### config.mk
export PLATFORM = sky130hd
export DESIGN_NAME = serial_response_message_parser
export DESIGN_NICKNAME = d
export VERILOG_FILES = /design/src/hw/rtl/srmp_pkg.sv /design/src/hw/rtl/srmp_core.sv /design/src/hw/rtl/serial_response_message_parser.sv
export SDC_FILE = /design/constraint.sdc
export NUM_CORES = 1
export LEC_CHECK = 0
export BUFFER_PORTS_ARGS = -buffer_cell sky130_fd_sc_hd__buf_2
export CAP_MARGIN = 10
export CORE_UTILIZATION = 50
export DETAILED_ROUTE_END_ITERATION = 10
export GPL_TIMING_DRIVEN = 0
export PLACE_DENSITY_LB_ADDON = 0.2
export SLEW_MARGIN = 20
export SYNTH_ARGS = -nofsm -noshare
export SYNTH_HDL_FRONTEND = slang
export SYNTH_SLANG_ARGS = --single-unit
### constraint.sdc
create_clock -name clk -period 4.9 [get_ports clk]
set_input_delay 1.225 -clock clk [delete_from_list [all_inputs] [get_ports clk]]
set_output_delay 1.225 -clock clk [all_outputs]
set_load 0.02 [all_outputs]
### src/hw/rtl/srmp_pkg.sv
// Shared types and constants for the serial response message parser.
// Used by srmp_core and serial_response_message_parser; no dependencies.

package srmp_pkg;

	localparam int StateW = 47;

	// One-hot parser states, named after the text matched so far.
	typedef enum logic [StateW-1:0] {
		ST_IDLE     = 47'd1 << 0,
		ST_LT       = 47'd1 << 1,
		ST_E        = 47'd1 << 2,
		ST_ER       = 47'd1 << 3,
		ST_ERR      = 47'd1 << 4,
		ST_O        = 47'd1 << 5,
		ST_OK       = 47'd1 << 6,
		ST_R        = 47'd1 << 7,
		ST_RC       = 47'd1 << 8,
		ST_RCO      = 47'd1 << 9,
		ST_RCOK     = 47'd1 << 10,
		ST_RT       = 47'd1 << 11,
		ST_RTC      = 47'd1 << 12,
		ST_RTCO     = 47'd1 << 13,
		ST_RTCOK    = 47'd1 << 14,
		ST_I        = 47'd1 << 15,
		ST_IC       = 47'd1 << 16,
		ST_IT       = 47'd1 << 17,
		ST_ITDATA   = 47'd1 << 18,
		ST_ITCR     = 47'd1 << 19,
		ST_B        = 47'd1 << 20,
		ST_BC       = 47'd1 << 21,
		ST_BCO      = 47'd1 << 22,
		ST_BCOK     = 47'd1 << 23,
		ST_S        = 47'd1 << 24,
		ST_SC       = 47'd1 << 25,
		ST_SCR      = 47'd1 << 26,
		ST_D        = 47'd1 << 27,
		ST_DS       = 47'd1 << 28,
		ST_DSC      = 47'd1 << 29,
		ST_DSO      = 47'd1 << 30,
		ST_DSOK     = 47'd1 << 31,
		ST_DSE      = 47'd1 << 32,
		ST_DSER     = 47'd1 << 33,
		ST_DSERR    = 47'd1 << 34,
		ST_DSB      = 47'd1 << 35,
		ST_DSBU     = 47'd1 << 36,
		ST_DSBUS    = 47'd1 << 37,
		ST_DSBUSY   = 47'd1 << 38,
		ST_DR       = 47'd1 << 39,
		ST_DRL      = 47'd1 << 40,
		ST_DRDATA   = 47'd1 << 41,
		ST_DRCR     = 47'd1 << 42,
		ST_U        = 47'd1 << 43,
		ST_UC       = 47'd1 << 44,
		ST_UCO      = 47'd1 << 45,
		ST_UCOK     = 47'd1 << 46
	} state_t;

	typedef enum logic [1:0] {
		PS_INCOMPLETE = 2'd0,
		PS_OK         = 2'd1,
		PS_BAD        = 2'd2,
		PS_IGNORED    = 2'd3
	} status_t;

	typedef enum logic [1:0] {
		SEC_TYPE    = 2'd0,
		SEC_VERSION = 2'd1,
		SEC_ID      = 2'd2,
		SEC_SPARE   = 2'd3
	} section_t;

	localparam logic [3:0] MT_ERROR        = 4'd0;
	localparam logic [3:0] MT_TEST         = 4'd1;
	localparam logic [3:0] MT_USB_RESET    = 4'd2;
	localparam logic [3:0] MT_MODULE_RESET = 4'd3;
	localparam logic [3:0] MT_USB_INFO     = 4'd4;
	localparam logic [3:0] MT_MODULE_INFO  = 4'd5;
	localparam logic [3:0] MT_USB_CONN     = 4'd6;
	localparam logic [3:0] MT_SPI_STATUS   = 4'd7;
	localparam logic [3:0] MT_DATA_SEND    = 4'd8;
	localparam logic [3:0] MT_ASYNC_DATA   = 4'd9;
	localparam logic [3:0] MT_SWITCH       = 4'd10;

	localparam logic [7:0] CH_CR    = 8'h0D;
	localparam logic [7:0] CH_HASH  = 8'h23;
	localparam logic [7:0] CH_LT    = 8'h3C;
	localparam logic [7:0] CH_COLON = 8'h3A;
	localparam logic [7:0] CH_DOT   = 8'h2E;

	localparam logic [15:0] POS_MAX = 16'hFFFF;

	typedef struct packed {
		status_t     status;
		logic [3:0]  msg_type;
		logic [15:0] position;
	} result_t;

endpackage

### src/hw/rtl/srmp_core.sv
// Parser state registers and next-state/result logic for one byte.
// Depends on srmp_pkg.

module srmp_core #(
	parameter logic [7:0] InfoBytes = 8'd8
) (
	input  logic              clk,
	input  logic              arst_n,
	input  logic              step,
	input  logic [7:0]        byte_value,
	input  logic              first_byte,
	output srmp_pkg::result_t result
);

	srmp_pkg::state_t   state_q, cur_state, nxt_state;
	srmp_pkg::section_t sec_q, cur_sec, nxt_sec;
	logic [7:0]         left_q, cur_left, nxt_left;
	logic [7:0]         plen_q, cur_plen, nxt_plen;
	logic               decided_q, nxt_decided;
	logic [15:0]        pos_q, nxt_pos;
	logic [3:0]         type_q, nxt_type;
	srmp_pkg::status_t  status;
	logic               sec_id;
	logic [7:0]         b;

	assign b = byte_value;

	always_comb begin
		cur_state = first_byte ? srmp_pkg::ST_IDLE : state_q;
		cur_sec   = first_byte ? srmp_pkg::SEC_TYPE : sec_q;
		cur_left  = first_byte ? 8'd0 : left_q;
		cur_plen  = first_byte ? 8'd0 : plen_q;
		sec_id    = cur_sec[1];

		if (first_byte)
			nxt_pos = 16'd0;
		else if (pos_q != srmp_pkg::POS_MAX)
			nxt_pos = pos_q + 16'd1;
		else
			nxt_pos = pos_q;

		nxt_state   = cur_state;
		nxt_sec     = cur_sec;
		nxt_left    = cur_left;
		nxt_plen    = cur_plen;
		nxt_type    = type_q;
		nxt_decided = first_byte ? 1'b0 : decided_q;
		status      = srmp_pkg::PS_INCOMPLETE;

		if (nxt_decided) begin
			status = srmp_pkg::PS_IGNORED;
		end else begin
			unique case (cur_state)
				srmp_pkg::ST_IDLE:
					if (b == srmp_pkg::CH_LT) nxt_state = srmp_pkg::ST_LT;
					else status = srmp_pkg::PS_BAD;
				srmp_pkg::ST_LT:
					if (b == "E") nxt_state = srmp_pkg::ST_E;
					else if (b == "O") nxt_state = srmp_pkg::ST_O;
					else if (b == "R") nxt_state = srmp_pkg::ST_R;
					else if (b == "I") nxt_state = srmp_pkg::ST_I;
					else if (b == "B") nxt_state = srmp_pkg::ST_B;
					else if (b == "S") nxt_state = srmp_pkg::ST_S;
					else if (b == "D") nxt_state = srmp_pkg::ST_D;
					else if (b == "U") nxt_state = srmp_pkg::ST_U;
					else status = srmp_pkg::PS_BAD;
				srmp_pkg::ST_E:
					if (b == "R") nxt_state = srmp_pkg::ST_ER;
					else status = srmp_pkg::PS_BAD;
				srmp_pkg::ST_ER:
					if (b == "R") nxt_state = srmp_pkg::ST_ERR;
					else status = srmp_pkg::PS_BAD;
				srmp_pkg::ST_O:
					if (b == "K") nxt_state = srmp_pkg::ST_OK;
					else status = srmp_pkg::PS_BAD;
				srmp_pkg::ST_R:
					if (b == "T") nxt_state = srmp_pkg::ST_RT;
					else if (b == srmp_pkg::CH_COLON) nxt_state = srmp_pkg::ST_RC;
					else status = srmp_pkg::PS_BAD;
				srmp_pkg::ST_RC:
					if (b == "O") nxt_state = srmp_pkg::ST_RCO;
					else status = srmp_pkg::PS_BAD;
				srmp_pkg::ST_RCO:
					if (b == "K") nxt_state = srmp_pkg::ST_RCOK;
					else status = srmp_pkg::PS_BAD;
				srmp_pkg::ST_RT:
					if (b == srmp_pkg::CH_COLON) nxt_state = srmp_pkg::ST_RTC;
					else status = srmp_pkg::PS_BAD;
				srmp_pkg::ST_RTC:
					if (b == "O") nxt_state = srmp_pkg::ST_RTCO;
					else status = srmp_pkg::PS_BAD;
				srmp_pkg::ST_RTCO:
					if (b == "K") nxt_state = srmp_pkg::ST_RTCOK;
					else status = srmp_pkg::PS_BAD;
				srmp_pkg::ST_I:
					if (b == "T") begin
						nxt_state = srmp_pkg::ST_IT;
					end else begin
						nxt_sec = srmp_pkg::SEC_TYPE;
						if (b == srmp_pkg::CH_COLON) nxt_state = srmp_pkg::ST_IC;
						else status = srmp_pkg::PS_BAD;
					end
				srmp_pkg::ST_IC: begin
					// type#version#id; a code above id acts as id
					if (b == srmp_pkg::CH_CR && sec_id) begin
						nxt_type = srmp_pkg::MT_USB_INFO;
						status   = srmp_pkg::PS_OK;
					end else if (b == srmp_pkg::CH_HASH) begin
						if (sec_id)
							status = srmp_pkg::PS_BAD;
						else
							nxt_sec = srmp_pkg::section_t'(cur_sec + 2'd1);
					end else if (sec_id) begin
						if (!((b >= "0" && b <= "9") || (b >= "A" && b <= "H")))
							status = srmp_pkg::PS_BAD;
					end else if (cur_sec == srmp_pkg::SEC_VERSION) begin
						if (!((b >= "0" && b <= "9") || b == srmp_pkg::CH_DOT))
							status = srmp_pkg::PS_BAD;
					end
				end
				srmp_pkg::ST_IT: begin
					nxt_left = InfoBytes;
					if (b == srmp_pkg::CH_COLON) nxt_state = srmp_pkg::ST_ITDATA;
					else status = srmp_pkg::PS_BAD;
				end
				srmp_pkg::ST_ITDATA:
					if (cur_left <= 8'd1) begin
						nxt_left  = 8'd0;
						nxt_state = srmp_pkg::ST_ITCR;
					end else begin
						nxt_left = cur_left - 8'd1;
					end
				srmp_pkg::ST_B:
					if (b == srmp_pkg::CH_COLON) nxt_state = srmp_pkg::ST_BC;
					else status = srmp_pkg::PS_BAD;
				srmp_pkg::ST_BC:
					if (b == "O") nxt_state = srmp_pkg::ST_BCO;
					else status = srmp_pkg::PS_BAD;
				srmp_pkg::ST_BCO:
					if (b == "K") nxt_state = srmp_pkg::ST_BCOK;
					else status = srmp_pkg::PS_BAD;
				srmp_pkg::ST_S:
					if (b == srmp_pkg::CH_COLON) nxt_state = srmp_pkg::ST_SC;
					else status = srmp_pkg::PS_BAD;
				srmp_pkg::ST_SC:
					nxt_state = srmp_pkg::ST_SCR;
				srmp_pkg::ST_D:
					if (b == "R") nxt_state = srmp_pkg::ST_DR;
					else if (b == "S") nxt_state = srmp_pkg::ST_DS;
					else status = srmp_pkg::PS_BAD;
				srmp_pkg::ST_DS:
					if (b == srmp_pkg::CH_COLON) nxt_state = srmp_pkg::ST_DSC;
					else status = srmp_pkg::PS_BAD;
				srmp_pkg::ST_DSC:
					if (b == "E") nxt_state = srmp_pkg::ST_DSE;
					else if (b == "B") nxt_state = srmp_pkg::ST_DSB;
					else if (b == "O") nxt_state = srmp_pkg::ST_DSO;
					else status = srmp_pkg::PS_BAD;
				srmp_pkg::ST_DSO:
					if (b == "K") nxt_state = srmp_pkg::ST_DSOK;
					else status = srmp_pkg::PS_BAD;
				srmp_pkg::ST_DSE:
					if (b == "R") nxt_state = srmp_pkg::ST_DSER;
					else status = srmp_pkg::PS_BAD;
				srmp_pkg::ST_DSER:
					if (b == "R") nxt_state = srmp_pkg::ST_DSERR;
					else status = srmp_pkg::PS_BAD;
				srmp_pkg::ST_DSB:
					if (b == "U") nxt_state = srmp_pkg::ST_DSBU;
					else status = srmp_pkg::PS_BAD;
				srmp_pkg::ST_DSBU:
					if (b == "S") nxt_state = srmp_pkg::ST_DSBUS;
					else status = srmp_pkg::PS_BAD;
				srmp_pkg::ST_DSBUS:
					if (b == "Y") nxt_state = srmp_pkg::ST_DSBUSY;
					else status = srmp_pkg::PS_BAD;
				srmp_pkg::ST_DR: begin
					nxt_plen  = b;
					nxt_state = srmp_pkg::ST_DRL;
				end
				srmp_pkg::ST_DRL:
					if (b != srmp_pkg::CH_COLON) begin
						status = srmp_pkg::PS_BAD;
					end else begin
						nxt_left  = cur_plen;
						// empty payload goes straight to the closing CR
						nxt_state = (cur_plen == 8'd0) ? srmp_pkg::ST_DRCR
						                               : srmp_pkg::ST_DRDATA;
					end
				srmp_pkg::ST_DRDATA:
					if (cur_left <= 8'd1) begin
						nxt_left  = 8'd0;
						nxt_state = srmp_pkg::ST_DRCR;
					end else begin
						nxt_left = cur_left - 8'd1;
					end
				srmp_pkg::ST_U:
					if (b == srmp_pkg::CH_COLON) nxt_state = srmp_pkg::ST_UC;
					else status = srmp_pkg::PS_BAD;
				srmp_pkg::ST_UC:
					if (b == "O") nxt_state = srmp_pkg::ST_UCO;
					else status = srmp_pkg::PS_BAD;
				srmp_pkg::ST_UCO:
					if (b == "K") nxt_state = srmp_pkg::ST_UCOK;
					else status = srmp_pkg::PS_BAD;
				srmp_pkg::ST_ERR, srmp_pkg::ST_OK, srmp_pkg::ST_RCOK, srmp_pkg::ST_RTCOK,
				srmp_pkg::ST_ITCR, srmp_pkg::ST_BCOK, srmp_pkg::ST_SCR, srmp_pkg::ST_DSOK,
				srmp_pkg::ST_DSERR, srmp_pkg::ST_DSBUSY, srmp_pkg::ST_DRCR,
				srmp_pkg::ST_UCOK: begin
					if (b == srmp_pkg::CH_CR) begin
						status = srmp_pkg::PS_OK;
						unique case (cur_state)
							srmp_pkg::ST_ERR:    nxt_type = srmp_pkg::MT_ERROR;
							srmp_pkg::ST_OK:     nxt_type = srmp_pkg::MT_TEST;
							srmp_pkg::ST_RCOK:   nxt_type = srmp_pkg::MT_USB_RESET;
							srmp_pkg::ST_RTCOK:  nxt_type = srmp_pkg::MT_MODULE_RESET;
							srmp_pkg::ST_ITCR:   nxt_type = srmp_pkg::MT_MODULE_INFO;
							srmp_pkg::ST_BCOK:   nxt_type = srmp_pkg::MT_USB_CONN;
							srmp_pkg::ST_SCR:    nxt_type = srmp_pkg::MT_SPI_STATUS;
							srmp_pkg::ST_DRCR:   nxt_type = srmp_pkg::MT_ASYNC_DATA;
							srmp_pkg::ST_UCOK:   nxt_type = srmp_pkg::MT_SWITCH;
							default:             nxt_type = srmp_pkg::MT_DATA_SEND;
						endcase
					end else begin
						status = srmp_pkg::PS_BAD;
					end
				end
				default:
					status = srmp_pkg::PS_BAD;
			endcase
			if (status == srmp_pkg::PS_OK || status == srmp_pkg::PS_BAD)
				nxt_decided = 1'b1;
		end
	end

	always_ff @(posedge clk or negedge arst_n) begin
		if (!arst_n) begin
			state_q   <= srmp_pkg::ST_IDLE;
			sec_q     <= srmp_pkg::SEC_TYPE;
			left_q    <= 8'd0;
			plen_q    <= 8'd0;
			decided_q <= 1'b0;
			pos_q     <= 16'd0;
			type_q    <= srmp_pkg::MT_ERROR;
		end else if (step) begin
			state_q   <= nxt_state;
			sec_q     <= nxt_sec;
			left_q    <= nxt_left;
			plen_q    <= nxt_plen;
			decided_q <= nxt_decided;
			pos_q     <= nxt_pos;
			type_q    <= nxt_type;
		end
	end

	assign result.status   = status;
	assign result.msg_type = nxt_type;
	assign result.position = nxt_pos;

endmodule

### src/hw/rtl/serial_response_message_parser.sv
// Serial response message parser, top level: input beat register, parser core, result register.
// An accepted input beat is held in the input beat register; the core result for it is then
// held in the result register. Throughput: one byte per cycle unless m_tready stalls the
// result register. The input register and the result register each hold one beat, so one
// more beat is taken while a result waits. arst_n clears handshake state and parser state
// (initial state, position 0, last message type error). Depends on srmp_pkg and srmp_core.

module serial_response_message_parser #(
	parameter int MODULE_INFO_BYTES = 8
) (
	input  logic        clk,
	input  logic        arst_n,
	input  logic        s_tvalid,
	output logic        s_tready,
	input  logic [7:0]  s_tdata,   // [7:0] byte_value
	input  logic        s_tuser,   // [0] first_byte
	output logic        m_tvalid,
	input  logic        m_tready,
	output logic [23:0] m_tdata    // [1:0] parse_status, [5:2] message_type,
	                               // [21:6] byte_position, [23:22] zero
);

	logic              valid_s1;
	logic [7:0]        byte_s1;
	logic              first_s1;
	logic              out_valid_q;
	srmp_pkg::result_t out_q;
	srmp_pkg::result_t core_res;
	logic              advance;

	assign advance  = !out_valid_q || m_tready;
	assign s_tready = !valid_s1 || advance;

	always_ff @(posedge clk or negedge arst_n) begin
		if (!arst_n) begin
			valid_s1    <= 1'b0;
			out_valid_q <= 1'b0;
		end else begin
			if (s_tready)
				valid_s1 <= s_tvalid;
			if (advance)
				out_valid_q <= valid_s1;
		end
	end

	always_ff @(posedge clk) begin
		if (s_tvalid && s_tready) begin
			byte_s1  <= s_tdata;
			first_s1 <= s_tuser;
		end
		if (advance && valid_s1)
			out_q <= core_res;
	end

	srmp_core #(
		.InfoBytes(8'(MODULE_INFO_BYTES))
	) u_core (
		.clk       (clk),
		.arst_n    (arst_n),
		.step      (valid_s1 && advance),
		.byte_value(byte_s1),
		.first_byte(first_s1),
		.result    (core_res)
	);

	assign m_tvalid = out_valid_q;
	assign m_tdata  = {2'b00, out_q.position, out_q.msg_type, out_q.status};

endmodule

Yosys cells after proc, flatten, opt, wreduce, memory -nomap -nowiden
Cells that the tools add are included.
- bits of input ports: 13
- flip-flop bits (word level): 119
- word-level logic and storage cells: 214
- multiplexer cells: 103
- add/subtract/negate cells: 3
- reductions and logical operators: 21
- order comparisons: 5
- equality and inequality tests: 68
- operator list (operator ; count):
    47-bit two-way mux ; 46
    47-bit case mux with 34 select lines ; 1
    8-bit by 7-bit == test with 1-bit output, second input constant ; 11
    2-bit two-way mux ; 35
    8-bit two-way mux ; 7
    47-bit by 1-bit == test with 1-bit output, second input constant ; 1
    47-bit by 10-bit == test with 1-bit output, second input constant ; 1
    47-bit by 11-bit == test with 1-bit output, second input constant ; 1
    47-bit by 12-bit == test with 1-bit output, second input constant ; 1
    47-bit by 13-bit == test with 1-bit output, second input constant ; 1
    47-bit by 14-bit == test with 1-bit output, second input constant ; 1
    47-bit by 15-bit == test with 1-bit output, second input constant ; 1
    47-bit by 16-bit == test with 1-bit output, second input constant ; 1
    47-bit by 17-bit == test with 1-bit output, second input constant ; 1
    47-bit by 18-bit == test with 1-bit output, second input constant ; 1
    47-bit by 19-bit == test with 1-bit output, second input constant ; 1
    47-bit by 2-bit == test with 1-bit output, second input constant ; 1
    47-bit by 20-bit == test with 1-bit output, second input constant ; 1
    47-bit by 21-bit == test with 1-bit output, second input constant ; 1
    47-bit by 22-bit == test with 1-bit output, second input constant ; 1
    47-bit by 23-bit == test with 1-bit output, second input constant ; 1
    47-bit by 24-bit == test with 1-bit output, second input constant ; 1
    47-bit by 25-bit == test with 1-bit output, second input constant ; 1
    47-bit by 26-bit == test with 1-bit output, second input constant ; 1
    other kinds (59) ; 81

Depth between registers and ports, before layout
- depth after elaboration: 15
- gate-level depth with buffers: 17
- mapped depth without buffers: 11

By module
Synthesis repeated with hierarchy kept, for this count alone.
- cell total of the unflattened synthesis: 1006
- area, all modules: 8558.2 µm²
- modules (own cells, without submodules) (module ; sequential area each (µm²) ; cells an instance ; area each (µm²) ; times used):
    srmp_core ; 2153.3 ; 964 ; 7504.7 ; 1
    serial_response_message_parser ; 980.9 ; 42 ; 1053.5 ; 1

Worst setup path after synthesis
Ideal clock, no wire load.
- path type: register -> register
- start point: register first_s1
- end point: register u_core.state_q[18]
- slack: 0.975 ns
- data required time: 4.774 ns
- stages on the path, launching flop included: 18
- arrival: 3.798 ns
- period minus slack after synthesis: 3.925 ns
- path buffers: 6
- path through: edfxtp_1 -> buf_2 -> buf_4 -> buf_4 -> clkbuf_1 -> clkbuf_1 -> buf_1 -> nor2b_1 -> inv_1 -> ha_1 -> nor2_1 -> or3_1 -> and3_1 -> a211oi_1 -> nand2_1 -> or2_2 -> nor4b_1 -> o21ai_1
- word-level cells in the longest chain between the ends: 11
- ends and longest elaborated chain (element ; line ; RTL):
    from (decl) ; serial_response_message_parser.sv:25 ; logic first_s1;
    from (signal assigned) ; serial_response_message_parser.sv:49 ; first_s1 <= s_tuser;
    47-bit two-way mux ; srmp_core.sv:29 ; cur_state = first_byte ? srmp_pkg::ST_IDLE : state_q;
    47-bit two-way mux ; srmp_core.sv:65 ; else if (b == "U") nxt_state = srmp_pkg::ST_U;
    47-bit two-way mux ; srmp_core.sv:64 ; else if (b == "D") nxt_state = srmp_pkg::ST_D;
    47-bit two-way mux ; srmp_core.sv:63 ; else if (b == "S") nxt_state = srmp_pkg::ST_S;
    47-bit two-way mux ; srmp_core.sv:62 ; else if (b == "B") nxt_state = srmp_pkg::ST_B;
    47-bit two-way mux ; srmp_core.sv:61 ; else if (b == "I") nxt_state = srmp_pkg::ST_I;
    47-bit two-way mux ; srmp_core.sv:60 ; else if (b == "R") nxt_state = srmp_pkg::ST_R;
    47-bit two-way mux ; srmp_core.sv:59 ; else if (b == "O") nxt_state = srmp_pkg::ST_O;
    47-bit two-way mux ; srmp_core.sv:58 ; if (b == "E") nxt_state = srmp_pkg::ST_E;
    47-bit case mux with 34 select lines ; srmp_core.sv:53 ; unique case (cur_state)
    47-bit two-way mux (*) ; srmp_core.sv:50 ; if (nxt_decided) begin
    to (signal assigned) ; srmp_core.sv:238 ; state_q <= srmp_pkg::ST_IDLE;
    to (signal assigned) ; srmp_core.sv:246 ; state_q <= nxt_state;
    to (decl) ; srmp_core.sv:15 ; srmp_pkg::state_t state_q, cur_state, nxt_state;
Every way passes the cells marked *; elsewhere a longest branch is shown, timed or not.
A chain may end at the register's enable or synchronous reset.

Worst setup path in the final report
Ends and elaborated chain as after synthesis.

==> run_summary.xml <==
<?xml version="1.0" encoding="UTF-8"?>
<metrics>
  <group name="status">
    <metric name="run_status" unit="">finished with violations</metric>
    <metric name="failed_checks" unit="">setup timing</metric>
  </group>
  <group name="critical_path">
    <metric name="buffers_inverters_on_critical_path" unit="">4</metric>
    <metric name="worst_path_largest_cell_delay" unit="ns">0.56</metric>
    <metric name="kind_of_critical_path" unit="">reg -&gt; reg</metric>
    <metric name="timing.critical_path.mode_cell" unit="">nand2_1</metric>
    <metric name="timing.critical_path.from" unit="">first_s1$_DFFE_PP_</metric>
    <metric name="critical_path.reg2reg.endpoint" unit="">u_core.state_q[18]$_DFFE_PN0P_</metric>
    <metric name="timing.critical_path.depth" unit="">14</metric>
    <metric name="setup.worst_path.end" unit="">u_core.state_q[18]$_DFFE_PN0P_</metric>
    <metric name="timing.critical_path.slowest_stage_cell" unit="">nor4b_1</metric>
    <metric name="ff2ff_path_depth" unit="">14</metric>
    <metric name="slack_of_the_worst_reg_to_reg_path" unit="ns">-0.05</metric>
    <metric name="cp.arrival" unit="ns">5.25</metric>
    <metric name="worst_setup_path_end_kind" unit="">register</metric>
    <metric name="critical_path.cell_chain" unit="">buf_2 -&gt; clkinv_2 -&gt; clkbuf_1 -&gt; clkbuf_2 -&gt; nand2_1 -&gt; ha_1 -&gt; nor2_1 -&gt; or3_1 -&gt; and3_1 -&gt; a211oi_1 -&gt; nand2_1 -&gt; or2_2 -&gt; nor4b_1 -&gt; o21ai_1</metric>
    <metric name="crit_required" unit="ns">5.19</metric>
    <metric name="crit_fanout" unit="">10</metric>
    <metric name="timing.rr.start" unit="">first_s1$_DFFE_PP_</metric>
    <metric name="worstSetupStartpointType" unit="">register</metric>
    <metric name="critical-path-top-delay-family" unit="">simple AND/OR/NAND/NOR gates</metric>
  </group>
  <group name="sta">
    <metric name="totalNegativeSetupSlack" unit="ns">-0.0522</metric>
    <metric name="grt_setup_unrepaired" unit="">false</metric>
    <metric name="slew_headroom" unit="%">30.2</metric>
    <metric name="finalCritPeriodShare" unit="%">101</metric>
    <metric name="timing_worst_slew_pin_value" unit="ns">1.04</metric>
    <metric name="finalWorstPathRequiredPeriod" unit="ns">4.95</metric>
    <metric name="setup_viol" unit="">1</metric>
    <metric name="drv_slew" unit="">0</metric>
    <metric name="hold_slack" unit="ns">0.509</metric>
    <metric name="final.setup_skew" unit="ns">0.0130</metric>
    <metric name="clock.fmax" unit="MHz">202</metric>
    <metric name="timing.final.hold_violations" unit="">0</metric>
    <metric name="setup_slack" unit="ns">-0.0522</metric>
  </group>
  <group name="drt">
    <metric name="route.antenna.remaining_nets" unit="">0</metric>
    <metric name="dr.first_iter.drc_count" unit="">1296</metric>
    <metric name="drt-wirelength-per-cell" unit="µm">26.9</metric>
    <metric name="route.detailed.drc" unit="">0</metric>
    <metric name="wirelength" unit="µm">36900</metric>
    <metric name="dr.pass1.iters" unit="">5</metric>
    <metric name="dr_total_vias" unit="">9674</metric>
    <metric name="vias_per_cell" unit="">7.05</metric>
  </group>
  <group name="yosys">
    <metric name="ys.warnings.count" unit="">0</metric>
    <metric name="synth_enable_flop_cells" unit="">31</metric>
    <metric name="yosysTopAreaCell" unit="">dfrtp_1</metric>
    <metric name="synthArstFlopShare" unit="%">73.9</metric>
    <metric name="syn_inst" unit="">1079</metric>
    <metric name="synth.cell_area" unit="µm²">8920</metric>
    <metric name="synthMostInstantiatedCell" unit="">nand2_1</metric>
    <metric name="synth_commonest_cells" unit="">nand2_1, nor2_1, dfrtp_1, nor3_1, a21oi_1</metric>
    <metric name="synthesis.area_per_instance" unit="µm²">8.26</metric>
    <metric name="seq_area_frac_synth" unit="%">35.1</metric>
    <metric name="yosysUniqueCellTypes" unit="">97</metric>
    <metric name="synth.top_cells.by_area" unit="">dfrtp_1, edfxtp_1, nand2_1</metric>
    <metric name="yosys_register_bits" unit="">119</metric>
    <metric name="synth_top_flop_cell" unit="">dfrtp_1</metric>
    <metric name="area_share_of_the_largest_cell_type_after_synthesis" unit="%">24.4</metric>
  </group>
  <group name="grt">
    <metric name="overflow" unit="">0</metric>
    <metric name="grtUsageTotal" unit="%">41.2</metric>
    <metric name="initial_antenna_violation_count" unit="">0</metric>
    <metric name="grt_max_degree" unit="">56</metric>
    <metric name="first_global_vias" unit="">8571</metric>
    <metric name="grt_pass1_wl" unit="µm">54400</metric>
  </group>
  <group name="run">
    <metric name="number_of_violations_of_the_max_capacitance_limit" unit="">0</metric>
  </group>
  <group name="clocking">
    <metric name="cts-buffers-inserted" unit="">17</metric>
    <metric name="clockBufferDepth" unit="">2</metric>
    <metric name="ctsHoldBuffers" unit="">0</metric>
    <metric name="clock_sink_count" unit="">119</metric>
    <metric name="cts.reportedPaths.clkPinSlew" unit="ns">0.06</metric>
    <metric name="insertion_delay_of_the_later_clocked_pin_in_the_worst_skew_pair" unit="ns">0.44</metric>
    <metric name="ctsHtreeMaxLevel" unit="">4</metric>
    <metric name="tritoncts_clock_tree" unit="">built</metric>
    <metric name="clock_tree.root_cell" unit="">clkbuf_16</metric>
  </group>
  <group name="layout">
    <metric name="post_route_cells_drive_above_1_share" unit="%">13.0</metric>
    <metric name="num-nets-final" unit="">1153</metric>
    <metric name="final_cell_area" unit="µm²">10000</metric>
    <metric name="layout-area-overhead-vs-synth" unit="%">12.6</metric>
    <metric name="diodes" unit="">0</metric>
  </group>
  <group name="placement">
    <metric name="port_buffers" unit="">36</metric>
    <metric name="routabilityCongestion" unit="">1.01</metric>
    <metric name="dpl_cell_area" unit="µm²">9440</metric>
    <metric name="dp_hpwl" unit="µm">28100</metric>
  </group>
  <group name="hold_path">
    <metric name="timing.hold.worst.start" unit="">u_core.sec_q[0]$_DFFE_PN0P_</metric>
    <metric name="hold_class" unit="">reg -&gt; reg</metric>
  </group>
  <group name="die">
    <metric name="start_util" unit="%">51.4</metric>
    <metric name="boundaryPins" unit="">39</metric>
    <metric name="die-width" unit="µm">136</metric>
    <metric name="dieArea" unit="µm²">18400</metric>
    <metric name="area_inside_the_core_boundary" unit="µm²">17400</metric>
    <metric name="floorplan.die.height" unit="µm">136</metric>
    <metric name="core.rowCount" unit="">48</metric>
  </group>
  <group name="power">
    <metric name="power.static_leakage" unit="nW">3.93</metric>
    <metric name="total_power" unit="mW">3.26</metric>
    <metric name="power.density_cell_area" unit="nW/µm²">325</metric>
    <metric name="ir_drop" unit="V">0.000276</metric>
  </group>
</metrics>
==> tightest hold or removal path, cell delays in order, from the launching register on <==
cell and delay [ns]:
dfrtp_1 0.35, nand2_1 0.05, o21ai_0 0.07
==> placed cells by master (no fill, tap or decap), drive strengths merged, types with 17 or more instances in the layout <==
cell / synthesis / layout
a21oi: 58 / 58
a22o: 20 / 20
buf: 28 / 65
clkbuf: 49 / 65
dfrtp: 87 / 87
edfxtp: 31 / 31
inv: 14 / 19
nand2: 134 / 134
nand3: 37 / 37
nand4: 29 / 29
nor2: 103 / 103
nor3: 64 / 64
nor4: 44 / 44
nor4b: 17 / 17
o21ai: 57 / 57
==> area by class of cell <==
class                           count  area [µm²]
Buffer                             74         347
Clock buffer                       17         425
Clock inverter                     15         170
Fill cell                        1581        7320
Inverter                           15        57.6
Multi-Input combinational cell    869        5390
Sequential cell                   119        3130
Tap cell                          225         282
Timing Repair Buffer               39         229
==> worst min-delay path by stage <==
stage / to / cells past startpoint
floorplan: u_core.sec_q[0]$_DFFE_PN0P_ / 2
global placement: u_core.sec_q[0]$_DFFE_PN0P_ / 2
detailed placement: u_core.sec_q[0]$_DFFE_PN0P_ / 2
CTS: u_core.sec_q[0]$_DFFE_PN0P_ / 2
global route: u_core.sec_q[0]$_DFFE_PN0P_ / 2
finish: u_core.sec_q[0]$_DFFE_PN0P_ / 2
==> stage by stage <==
| step | util (%) | std cells | worst slack, ns |
|---|---|---|---|
| 2_1_floorplan | - | 1080 | 0.975 |
| 3_3_place_gp | 54.1 | 1341 | -1.50 |
| 3_5_place_dp | 54.4 | 1343 | -1.57 |
| 4_1_cts | 57.8 | 1373 | 0.0989 |
| 5_1_grt | 57.8 | 1373 | 0.00608 |
| 6_report | 57.8 | 1373 | -0.0522 |
==> registers in the layout, summed over array words and instances, names as in the netlist <==
| signal | count |
|---|---|
| byte_s1 | 8 |
| u_core.plen_q | 8 |
| u_core.decided_q | 1 |
| m_tdata | 22 |
| first_s1 | 1 |
| u_core.type_q | 4 |
| m_tvalid | 1 |
| u_core.sec_q | 2 |
| u_core.left_q | 8 |
| u_core.state_q | 47 |
| u_core.pos_q | 16 |
| valid_s1 | 1 |
==> per-layer routing <==
metal,track usage (%),share of wire (%),vias to the layer above
li1,-,-,4261
met1,58.6,42,4625
met2,58.8,42,685
met3,10.8,12,103
met4,16.7,3.7,0
met5,0,0,-
==> kinds of logic after synthesis <==
family / Yosys count / synth area share, %
and+or+nand+nor: 558 / 34.8
adders and majority gates: 5 / 0.702
buffers and inverters: 92 / 4.62
muxes: 2 / 0.239
AOI/OAI and AO/OA: 282 / 22.5
DFF: 119 / 35.1
xor gates and xnor gates: 20 / 1.96
other: 1 / 0.0421
==> where the power goes <==
| group | leakage [nW] | internal, mW | switching, mW |
|---|---|---|---|
| Clock | 0.282 | 0.760 | 0.530 |
| Sequential | 1.49 | 1.08 | 0.0589 |
| Combinational | 2.15 | 0.236 | 0.591 |
| Total | 3.93 | 2.08 | 1.18 |
==> timing repair <==
| action | 4_1_cts | 5_1_grt |
|---|---|---|
| setup endpoints to repair | 30 | 2 |
| buffers inserted | 1 | 0 |
| gates resized for setup | 2 | 1 |
Power figures use the tool's default switching activity.
